## src/hdl/padf_pkg.sv

```systemverilog
// Shared types, codes and constants of the phase-angle dimmer with fade.
`timescale 1ns / 1ps
`default_nettype none
package padf_pkg;

  localparam int COMMAND_W     = 2;
  localparam int RATE_W        = 16;
  localparam int TARGET_W      = 7;
  localparam int LEVEL_W       = 21;
  localparam int RELOAD_W      = 10;
  localparam int SCALE_W       = 14;

  localparam int LEVEL_SCALE   = 10000;
  localparam int LEVEL_MAX     = 1100000;
  localparam int FULL_ON_LEVEL = 900000;
  localparam int WINDOW_SPAN   = 20000;

  localparam int RELOAD_RESET  = 100;
  localparam int RATE_RESET    = 10;

  localparam int COUNTER_WIDTH_DEFAULT = 16;
  localparam int QUEUE_DEPTH           = 2;

  typedef enum logic [COMMAND_W-1:0] {
    CMD_TICK        = 2'd0,
    CMD_FADE_UP     = 2'd1,
    CMD_FADE_DOWN   = 2'd2,
    CMD_FADE_TARGET = 2'd3
  } command_t;

  typedef enum logic [1:0] {
    MODE_IDLE   = 2'd0,
    MODE_UP     = 2'd1,
    MODE_DOWN   = 2'd2,
    MODE_TARGET = 2'd3
  } fade_mode_t;

  // Decoded item as it waits between the front and the back.
  typedef struct packed {
    command_t            command;
    logic                is_tick;
    logic                zero_cross;
    logic [RATE_W-1:0]   rate;
    logic [LEVEL_W-1:0]  target_scaled;
  } op_t;

  typedef struct packed {
    logic                gate;
    logic [LEVEL_W-1:0]  level;
    fade_mode_t          fade_mode;
  } result_t;

endpackage
`default_nettype wire

```

## src/hdl/phase_angle_dimmer_with_fade_top.sv

```systemverilog
// Top level of the triac phase-angle dimmer with fade.
//
// Usage: items enter through a queue-like port. An item is taken at a rising
// edge with in_push high and in_full low. A command of zero is a tick that
// updates the triac gate from the level and the phase counter (reloaded on a
// zero-cross mark) and applies one fade step; the other commands start a fade
// and latch its rate (and the target of a fade to target). Every item yields
// exactly one result, delivered in order through out_empty and out_pop; a
// transaction completes at an edge with out_pop high and out_empty low.
// The back end executes an item at the edge at which its result enters the
// result queue. Throughput is one item per cycle while the result queue has
// room; the back end updates its state once per item.
// The front end decodes each item into a two-entry operation queue; the back
// end fires whenever that queue holds an item and the two-entry result queue
// has room. When the receiver stalls, the result queue fills, the back end
// stops, the operation queue fills and in_full rises; nothing is lost.
// The counter_reload register is written over cfg_valid/cfg_ready/cfg_data;
// cfg_ready is always high, and writes belong to idle periods.
// Reset (synchronous, rst_n low) empties both queues, clears level, counter,
// mode, target and gate, sets the rate to 10 and counter_reload to 100.
`timescale 1ns / 1ps
`default_nettype none
module phase_angle_dimmer_with_fade_top #(
  parameter int COUNTER_WIDTH = padf_pkg::COUNTER_WIDTH_DEFAULT
) (
  input  wire logic                           clk,
  input  wire logic                           rst_n,
  input  wire logic                           in_push,
  output logic                                in_full,
  input  wire logic [padf_pkg::COMMAND_W-1:0] in_command,
  input  wire logic                           in_zero_cross,
  input  wire logic [padf_pkg::RATE_W-1:0]    in_rate,
  input  wire logic [padf_pkg::TARGET_W-1:0]  in_target,
  output logic                                out_empty,
  input  wire logic                           out_pop,
  output logic                                out_gate,
  output logic [padf_pkg::LEVEL_W-1:0]        out_level,
  output logic [1:0]                          out_fade_mode,
  input  wire logic                           cfg_valid,
  output logic                                cfg_ready,
  input  wire logic [padf_pkg::RELOAD_W-1:0]  cfg_data
);

  padf_pkg::op_t     front_op;
  padf_pkg::op_t     queued_op;
  padf_pkg::result_t back_result;
  padf_pkg::result_t head_result;
  logic              op_full, op_empty;
  logic              res_full;
  logic              back_fire;

  // Configuration writes are always accepted.
  assign cfg_ready = 1'b1;

  padf_front u_front (
    .command    (in_command),
    .zero_cross (in_zero_cross),
    .rate       (in_rate),
    .target     (in_target),
    .op         (front_op)
  );

  padf_fifo #(
    .WIDTH ($bits(padf_pkg::op_t)),
    .DEPTH (padf_pkg::QUEUE_DEPTH)
  ) u_op_queue (
    .clk     (clk),
    .rst_n   (rst_n),
    .wr_en   (in_push),
    .wr_data (front_op),
    .full    (op_full),
    .rd_en   (back_fire),
    .rd_data (queued_op),
    .empty   (op_empty)
  );

  assign in_full = op_full;

  // The back end executes the oldest operation whenever its result has room.
  assign back_fire = !op_empty && !res_full;

  padf_back #(
    .COUNTER_WIDTH (COUNTER_WIDTH)
  ) u_back (
    .clk        (clk),
    .rst_n      (rst_n),
    .cfg_we     (cfg_valid && cfg_ready),
    .cfg_reload (cfg_data),
    .fire       (back_fire),
    .op         (queued_op),
    .result     (back_result)
  );

  padf_fifo #(
    .WIDTH ($bits(padf_pkg::result_t)),
    .DEPTH (padf_pkg::QUEUE_DEPTH)
  ) u_res_queue (
    .clk     (clk),
    .rst_n   (rst_n),
    .wr_en   (back_fire),
    .wr_data (back_result),
    .full    (res_full),
    .rd_en   (out_pop),
    .rd_data (head_result),
    .empty   (out_empty)
  );

  assign out_gate      = head_result.gate;
  assign out_level     = head_result.level;
  assign out_fade_mode = head_result.fade_mode;

  // The level reported never leaves its clamped range.
  a_level_bound: assert property (@(posedge clk) disable iff (!rst_n)
    !out_empty |-> (out_level <= padf_pkg::LEVEL_W'(padf_pkg::LEVEL_MAX)))
    else $error("result level above upper limit");

  // An accepted transaction is waiting in the operation queue in the cycle after it is taken.
  a_op_queued: assert property (@(posedge clk) disable iff (!rst_n)
    (in_push && !in_full) |=> !op_empty)
    else $error("accepted item missing from operation queue");

  // A fade command reports its own mode in its result.
  a_cmd_mode: assert property (@(posedge clk) disable iff (!rst_n)
    (back_fire && !queued_op.is_tick) |->
      (back_result.fade_mode == padf_pkg::fade_mode_t'(queued_op.command)))
    else $error("fade command result carries wrong mode");

endmodule
`default_nettype wire

```

## src/hdl/padf_fifo.sv

```systemverilog
// Small register-based first-in first-out queue.
`timescale 1ns / 1ps
`default_nettype none
module padf_fifo #(
  parameter int WIDTH = 8,
  parameter int DEPTH = 2
) (
  input  wire logic             clk,
  input  wire logic             rst_n,
  input  wire logic             wr_en,
  input  wire logic [WIDTH-1:0] wr_data,
  output logic                  full,
  input  wire logic             rd_en,
  output logic [WIDTH-1:0]      rd_data,
  output logic                  empty
);

  localparam int AW = (DEPTH > 1) ? $clog2(DEPTH) : 1;
  localparam int NW = $clog2(DEPTH + 1);

  logic [WIDTH-1:0] mem_r [DEPTH];
  logic [AW-1:0]    wr_ptr_r, wr_ptr_nxt;
  logic [AW-1:0]    rd_ptr_r, rd_ptr_nxt;
  logic [NW-1:0]    count_r, count_nxt;
  logic             do_wr, do_rd;

  assign full    = (count_r == NW'(DEPTH));
  assign empty   = (count_r == '0);
  assign do_wr   = wr_en && !full;
  assign do_rd   = rd_en && !empty;
  assign rd_data = mem_r[rd_ptr_r];

  always_comb begin
    wr_ptr_nxt = wr_ptr_r;
    rd_ptr_nxt = rd_ptr_r;
    count_nxt  = count_r;
    if (do_wr) begin
      wr_ptr_nxt = (wr_ptr_r == AW'(DEPTH - 1)) ? '0 : wr_ptr_r + AW'(1);
    end
    if (do_rd) begin
      rd_ptr_nxt = (rd_ptr_r == AW'(DEPTH - 1)) ? '0 : rd_ptr_r + AW'(1);
    end
    if (do_wr && !do_rd) begin
      count_nxt = count_r + NW'(1);
    end else if (do_rd && !do_wr) begin
      count_nxt = count_r - NW'(1);
    end
  end

  always_ff @(posedge clk) begin
    if (!rst_n) begin
      wr_ptr_r <= '0;
      rd_ptr_r <= '0;
      count_r  <= '0;
    end else begin
      wr_ptr_r <= wr_ptr_nxt;
      rd_ptr_r <= rd_ptr_nxt;
      count_r  <= count_nxt;
    end
  end

  always_ff @(posedge clk) begin
    if (do_wr) begin
      mem_r[wr_ptr_r] <= wr_data;
    end
  end

endmodule
`default_nettype wire

```

## src/hdl/padf_front.sv

```systemverilog
// Front end: classifies an incoming item and scales the fade target.
`timescale 1ns / 1ps
`default_nettype none
module padf_front (
  input  wire logic [padf_pkg::COMMAND_W-1:0] command,
  input  wire logic                           zero_cross,
  input  wire logic [padf_pkg::RATE_W-1:0]    rate,
  input  wire logic [padf_pkg::TARGET_W-1:0]  target,
  output padf_pkg::op_t                       op
);

  logic [padf_pkg::LEVEL_W-1:0] target_ext;

  assign target_ext = {{(padf_pkg::LEVEL_W - padf_pkg::TARGET_W){1'b0}}, target};

  always_comb begin
    op.command       = padf_pkg::command_t'(command);
    op.is_tick       = (padf_pkg::command_t'(command) == padf_pkg::CMD_TICK);
    op.zero_cross    = zero_cross;
    op.rate          = rate;
    // A target of up to 127 whole units still fits the level width.
    op.target_scaled = target_ext * padf_pkg::LEVEL_W'(padf_pkg::LEVEL_SCALE);
  end

endmodule
`default_nettype wire

```

## src/hdl/padf_back.sv

```systemverilog
// Back end: holds the dimmer state and executes one decoded item per cycle while fire is high.
`timescale 1ns / 1ps
`default_nettype none
module padf_back #(
  parameter int COUNTER_WIDTH = padf_pkg::COUNTER_WIDTH_DEFAULT
) (
  input  wire logic                          clk,
  input  wire logic                          rst_n,
  input  wire logic                          cfg_we,
  input  wire logic [padf_pkg::RELOAD_W-1:0] cfg_reload,
  input  wire logic                          fire,
  input  padf_pkg::op_t                      op,
  output padf_pkg::result_t                  result
);

  localparam int LW = padf_pkg::LEVEL_W;
  localparam int SW = COUNTER_WIDTH + padf_pkg::SCALE_W;

  logic [padf_pkg::RELOAD_W-1:0] reload_r;
  logic [LW-1:0]                 level_r, level_nxt;
  logic [COUNTER_WIDTH-1:0]      pc_r, pc_nxt;
  padf_pkg::fade_mode_t          mode_r, mode_nxt;
  logic [LW-1:0]                 tgt_r, tgt_nxt;
  logic [padf_pkg::RATE_W-1:0]   rate_r, rate_nxt;
  logic                          gate_r, gate_nxt;

  logic [COUNTER_WIDTH+padf_pkg::RELOAD_W-1:0] reload_wide;
  logic [COUNTER_WIDTH-1:0] pc_eff;
  logic [SW-1:0]            scaled;
  logic [SW-1:0]            win_lo, win_hi;
  logic [LW:0]              sum_up;
  logic [LW-1:0]            lv_up, lv_down, lv_tgt;
  logic [LW:0]              l_plus, t_plus;

  assign reload_wide = {{COUNTER_WIDTH{1'b0}}, reload_r};
  assign pc_eff      = op.zero_cross ? reload_wide[COUNTER_WIDTH-1:0] : pc_r;
  assign scaled      = {{padf_pkg::SCALE_W{1'b0}}, pc_eff} * SW'(padf_pkg::LEVEL_SCALE);
  assign win_lo      = SW'(level_r);
  assign win_hi      = SW'(level_r) + SW'(padf_pkg::WINDOW_SPAN);

  assign sum_up  = {1'b0, level_r} + (LW + 1)'(rate_r);
  assign lv_up   = (sum_up > (LW + 1)'(padf_pkg::LEVEL_MAX)) ?
                   LW'(padf_pkg::LEVEL_MAX) : sum_up[LW-1:0];
  assign lv_down = (LW'(rate_r) >= level_r) ? '0 : level_r - LW'(rate_r);
  assign lv_tgt  = (level_r < tgt_r) ? lv_up : ((level_r > tgt_r) ? lv_down : level_r);
  assign l_plus  = {1'b0, lv_tgt} + (LW + 1)'(padf_pkg::LEVEL_SCALE);
  assign t_plus  = {1'b0, tgt_r} + (LW + 1)'(padf_pkg::LEVEL_SCALE);

  always_comb begin
    level_nxt = level_r;
    pc_nxt    = pc_r;
    mode_nxt  = mode_r;
    tgt_nxt   = tgt_r;
    rate_nxt  = rate_r;
    gate_nxt  = gate_r;
    if (op.is_tick) begin
      if (level_r == '0) begin
        gate_nxt = 1'b0;
      end else if (level_r > LW'(padf_pkg::FULL_ON_LEVEL)) begin
        gate_nxt = 1'b1;
      end else begin
        gate_nxt = (scaled >= win_lo) && (scaled <= win_hi);
      end
      pc_nxt = (pc_eff != '0) ? pc_eff - COUNTER_WIDTH'(1) : pc_eff;
      unique case (mode_r)
        padf_pkg::MODE_UP: begin
          if (level_r < LW'(padf_pkg::FULL_ON_LEVEL)) level_nxt = lv_up;
          else mode_nxt = padf_pkg::MODE_IDLE;
        end
        padf_pkg::MODE_DOWN: begin
          if (level_r > LW'(padf_pkg::LEVEL_SCALE)) level_nxt = lv_down;
          else mode_nxt = padf_pkg::MODE_IDLE;
        end
        padf_pkg::MODE_TARGET: begin
          level_nxt = lv_tgt;
          if ((l_plus > {1'b0, tgt_r}) && ({1'b0, lv_tgt} < t_plus)) begin
            mode_nxt = padf_pkg::MODE_IDLE;
          end
        end
        default: begin
        end
      endcase
    end else begin
      mode_nxt = padf_pkg::fade_mode_t'(op.command);
      rate_nxt = op.rate;
      if (op.command == padf_pkg::CMD_FADE_TARGET) tgt_nxt = op.target_scaled;
    end
  end

  always_comb begin
    result.gate      = gate_nxt;
    result.level     = level_nxt;
    result.fade_mode = mode_nxt;
  end

  always_ff @(posedge clk) begin
    if (!rst_n) begin
      reload_r <= padf_pkg::RELOAD_W'(padf_pkg::RELOAD_RESET);
    end else if (cfg_we) begin
      reload_r <= cfg_reload;
    end
  end

  always_ff @(posedge clk) begin
    if (!rst_n) begin
      level_r <= '0;
      pc_r    <= '0;
      mode_r  <= padf_pkg::MODE_IDLE;
      tgt_r   <= '0;
      rate_r  <= padf_pkg::RATE_W'(padf_pkg::RATE_RESET);
      gate_r  <= 1'b0;
    end else if (fire) begin
      level_r <= level_nxt;
      pc_r    <= pc_nxt;
      mode_r  <= mode_nxt;
      tgt_r   <= tgt_nxt;
      rate_r  <= rate_nxt;
      gate_r  <= gate_nxt;
    end
  end

endmodule
`default_nettype wire
```

## config.mk

```make
export PLATFORM = sky130hd
export DESIGN_NAME = phase_angle_dimmer_with_fade_top
export DESIGN_NICKNAME = d
export VERILOG_FILES = /design/src/hdl/padf_pkg.sv /design/src/hdl/phase_angle_dimmer_with_fade_top.sv /design/src/hdl/padf_fifo.sv /design/src/hdl/padf_front.sv /design/src/hdl/padf_back.sv
export SDC_FILE = /design/constraint.sdc
export NUM_CORES = 1
export LEC_CHECK = 0
export ABC_AREA = 1
export BUFFER_PORTS_ARGS = -buffer_cell sky130_fd_sc_hd__buf_2
export CAP_MARGIN = 5
export CELL_PAD_IN_SITES_DETAIL_PLACEMENT = 1
export CELL_PAD_IN_SITES_GLOBAL_PLACEMENT = 2
export CORE_MARGIN = 1.5
export CORE_UTILIZATION = 39
export DETAILED_ROUTE_END_ITERATION = 7
export GPL_ROUTABILITY_DRIVEN = 0
export HOLD_SLACK_MARGIN = 0.02
export PLACE_DENSITY = 0.86
export SLEW_MARGIN = 20
export SYNTH_ARGS = -nofsm -noshare
export SYNTH_HDL_FRONTEND = slang
export SYNTH_HIERARCHICAL = 1
export SYNTH_SLANG_ARGS = --single-unit
export TNS_END_PERCENT = 20
```

## constraint.sdc

```tcl
create_clock -name clk -period 8.1 [get_ports clk]
set_input_delay 0.81 -clock clk [delete_from_list [all_inputs] [get_ports clk]]
set_output_delay 0.81 -clock clk [all_outputs]
set_load 0.1 [all_outputs]
```

==> metrics <==
run status=finished clean; CTS resizes=0; main flop type after synthesis=edfxtp_1; DP HPWL=around 55,000 um; Worst Setup End Kind=flip-flop; unrepaired setup endpoints after global routing=false; Final Critical Period=7.30 ns; Detailed Route WL=~70,000 um; 1st-iter DRT viols=1,121; core area=51,400 um^2; register area=between 5000 and 6000 um^2; Yosys warnings=6; Hold Crit Depth=1; Num CTS Buffers=26; remaining antenna violation count=0; H-tree Lvls=1; Max-Cap Viols=0; area of the multi-input gates=approximately 12,000 um^2; Final setup viols=0; final worst-path cycle share=between 90 and 100%; global-route wire length before repair=108,000 um; initial antenna violation count=4; Avg Cell Area, Syn=8.03 um^2; CP Class=reg -> reg; hold buffers post-CTS=0; Critical Path Start Type=flip-flop; Slew Viols, Final=0; R2R Path End=u_res_queue/mem_r[0][23]; setup_tns=0 ns; most frequent CP cell=nand2_1; final-report hold violation count=0; Seq/Total Area, Yosys=28.7%; #FFs+latches synth=between 200 and 250; CTS clk-pin slew, worst paths=around 0.06 ns; worst-path maximum fanout=15; worst reg2reg setup slack=approximately 0.80 ns; vias in the first global route=18.5k; Fmax=137 MHz; Reg2Reg Depth=33; Die Width=231 um; CTS Root Cell=clkbuf_16; Post-Syn Area=20,300 um^2; Hold Crit Start=in_zero_cross; GRT Total Usage=26.0%; starting density of the core=39.6%; Hold Crit Class=in -> reg; Clock Skew=0.0186 ns; Area after DPL=roughly 21,000 um^2; Max clock buf depth=3; setup bufs post-CTS=0; I/O Buffers=66; Hold Path Sink=u_op_queue/mem_r[1][37]; via/cell ratio=5.46; IO Pins=68; commonest non-fill, non-tap cells in the layout=422 x nand2_1, 367 x inv_1, 258 x ha_1; WP data required=8.41 ns; die area=53,500 um^2; FFs w/ async S/R, synth=0%; EDFF count, synth=between 100 and 150; clk sinks=about 230; DRC Markers=0; Slew HR=40.2%; routed len/inst=21.4 um; row count=83; commonest non-fill, non-tap cell in the layout=nand2_1; clk_lat worst skew=0.56 ns; 1st-pass router iterations=5; Syn-to-layout area delta=7.87%; # nets final=approximately 2.9k; Die Y=231 um; FILL cells=approximately 6.3k; count of cell types in the netlist=66; crit-path max cell delay=0.54 ns; via count=17.8k; cell count after synthesis=2,534; share of layout cells above drive strength 1=11.7%; Crit-path slowest cell=fa_1; Worst-Margin Slew=0.896 ns; worst setup margin=0.799 ns; pre-CTS setup slack=0.765 ns; TritonCTS clock tree=built; CP Data Arrival Time=roughly 7.6 ns; largest net degree at the start of global routing=69; grt total ovfl=0; final instance area=21,900 um^2
state kept, by name, summed over array words and instances, names as in the netlist, 2 cells and up, named ones only:
name,flops
u_back/rate_r,16
u_op_queue/count_r,2
u_back/tgt_r,21
u_res_queue/mem_r,48
u_back/level_r,21
u_back/reload_r,10
u_back/pc_r,16
u_res_queue/count_r,2
u_back/mode_r,2
u_op_queue/mem_r,82
cell families after synthesis:
group	count (synthesis)	share of synthesized area, %
AO/OA/AOI/OAI	480	13.2
XOR/XNOR	77	3.31
adder cells (fa/ha/maj)	303	20.3
buffers and inverters	500	10.6
flip-flops	227	28.7
multiplexers	65	4.70
other	2	0.0369
AND/OR/NAND/NOR	880	19.1
synthesized netlist by cell type, types with 5 or more instances:
master / count / area (um^2)
o31ai_1: 5 / 37.5
clkbuf_1: 48 / 180
buf_12: 6 / 120
mux2_2: 5 / 56.3
inv_2: 21 / 78.8
xnor2_1: 9 / 78.8
edfxtp_1: 130 / 3900
ha_1: 258 / 3230
dfxtp_1: 97 / 1940
buf_4: 37 / 278
buf_2: 8 / 40.0
o21ai_1: 17 / 85.1
inv_1: 367 / 1380
nor4_1: 14 / 87.6
nand3_1: 124 / 621
nor2_2: 8 / 50.1
or2_2: 15 / 93.8
nand3_2: 6 / 60.1
o21a_1: 5 / 37.5
nor2_1: 192 / 721
clkinv_1: 7 / 26.3
nand2_1: 422 / 1580
a21oi_1: 214 / 1070
nor3_1: 31 / 155
o21ai_0: 153 / 766
mux2_4: 60 / 901
o211ai_1: 38 / 285
fa_1: 45 / 901
xor2_1: 68 / 596
o2111ai_1: 5 / 43.8
nand2_2: 23 / 144
nand4_1: 26 / 163
o221ai_1: 5 / 43.8
cell type report:
type                    instances  area share (%)
repair buffers                 95            2.50
multi-input cells            1810            56.4
clock buffers                  38            3.31
flip-flops and latches        227            26.6
inverters                     396            6.78
diodes                          4          0.0456
clock inverters                10           0.439
well taps                     680            3.88
through the flow:
| stage | cells | hold WS, ns | util (%) |
|---|---|---|---|
| after floorplan | 2537 | 0.421 | - |
| after global placement | 3208 | 0.451 | 41.1 |
| after detailed placement | 3208 | 0.442 | 41.1 |
| after CTS | 3256 | 0.424 | 42.7 |
| after global routing | 3257 | 0.436 | 42.7 |
| final | 3260 | 0.448 | 42.7 |
per-layer routing:
metal	part of all wire, %	wire (um)	track usage (%)	up-vias
met1	46	31700	35.1	8712
met3	6.3	4390	4.50	109
li1	-	-	-	8474
met5	0	0	0	-
met2	46	32000	43.2	500
met4	2.2	1510	6.21	0
critical path: cells and delay by family, from the launching register on:
kind	cells	cell delay, ns
multiplexers	1	0.30
flip-flops	1	0.33
AND/OR/NAND/NOR	11	1.71
buffers and inverters	6	0.64
adder cells (fa/ha/maj)	7	2.75
AO/OA/AOI/OAI	7	1.15
XOR/XNOR	1	0.14
worst max-delay path by stage:
| stage | from | endpoint | slack [ns] |
|---|---|---|---|
| after floorplan | flip-flop | u_res_queue/mem_r[0][23] | 1.29 |
| after global placement | flip-flop | u_res_queue/mem_r[0][23] | 1.08 |
| after detailed placement | flip-flop | u_res_queue/mem_r[1][23] | 0.77 |
| after CTS | flip-flop | u_res_queue/mem_r[0][23] | 0.77 |
| after global routing | flip-flop | u_res_queue/mem_r[0][23] | 0.22 |
| final | flip-flop | u_res_queue/mem_r[0][23] | 0.80 |
Power is left out: the tool's default activity adds up to more than one toggle a clock period on the data nets, which glitch-free logic cannot reach.
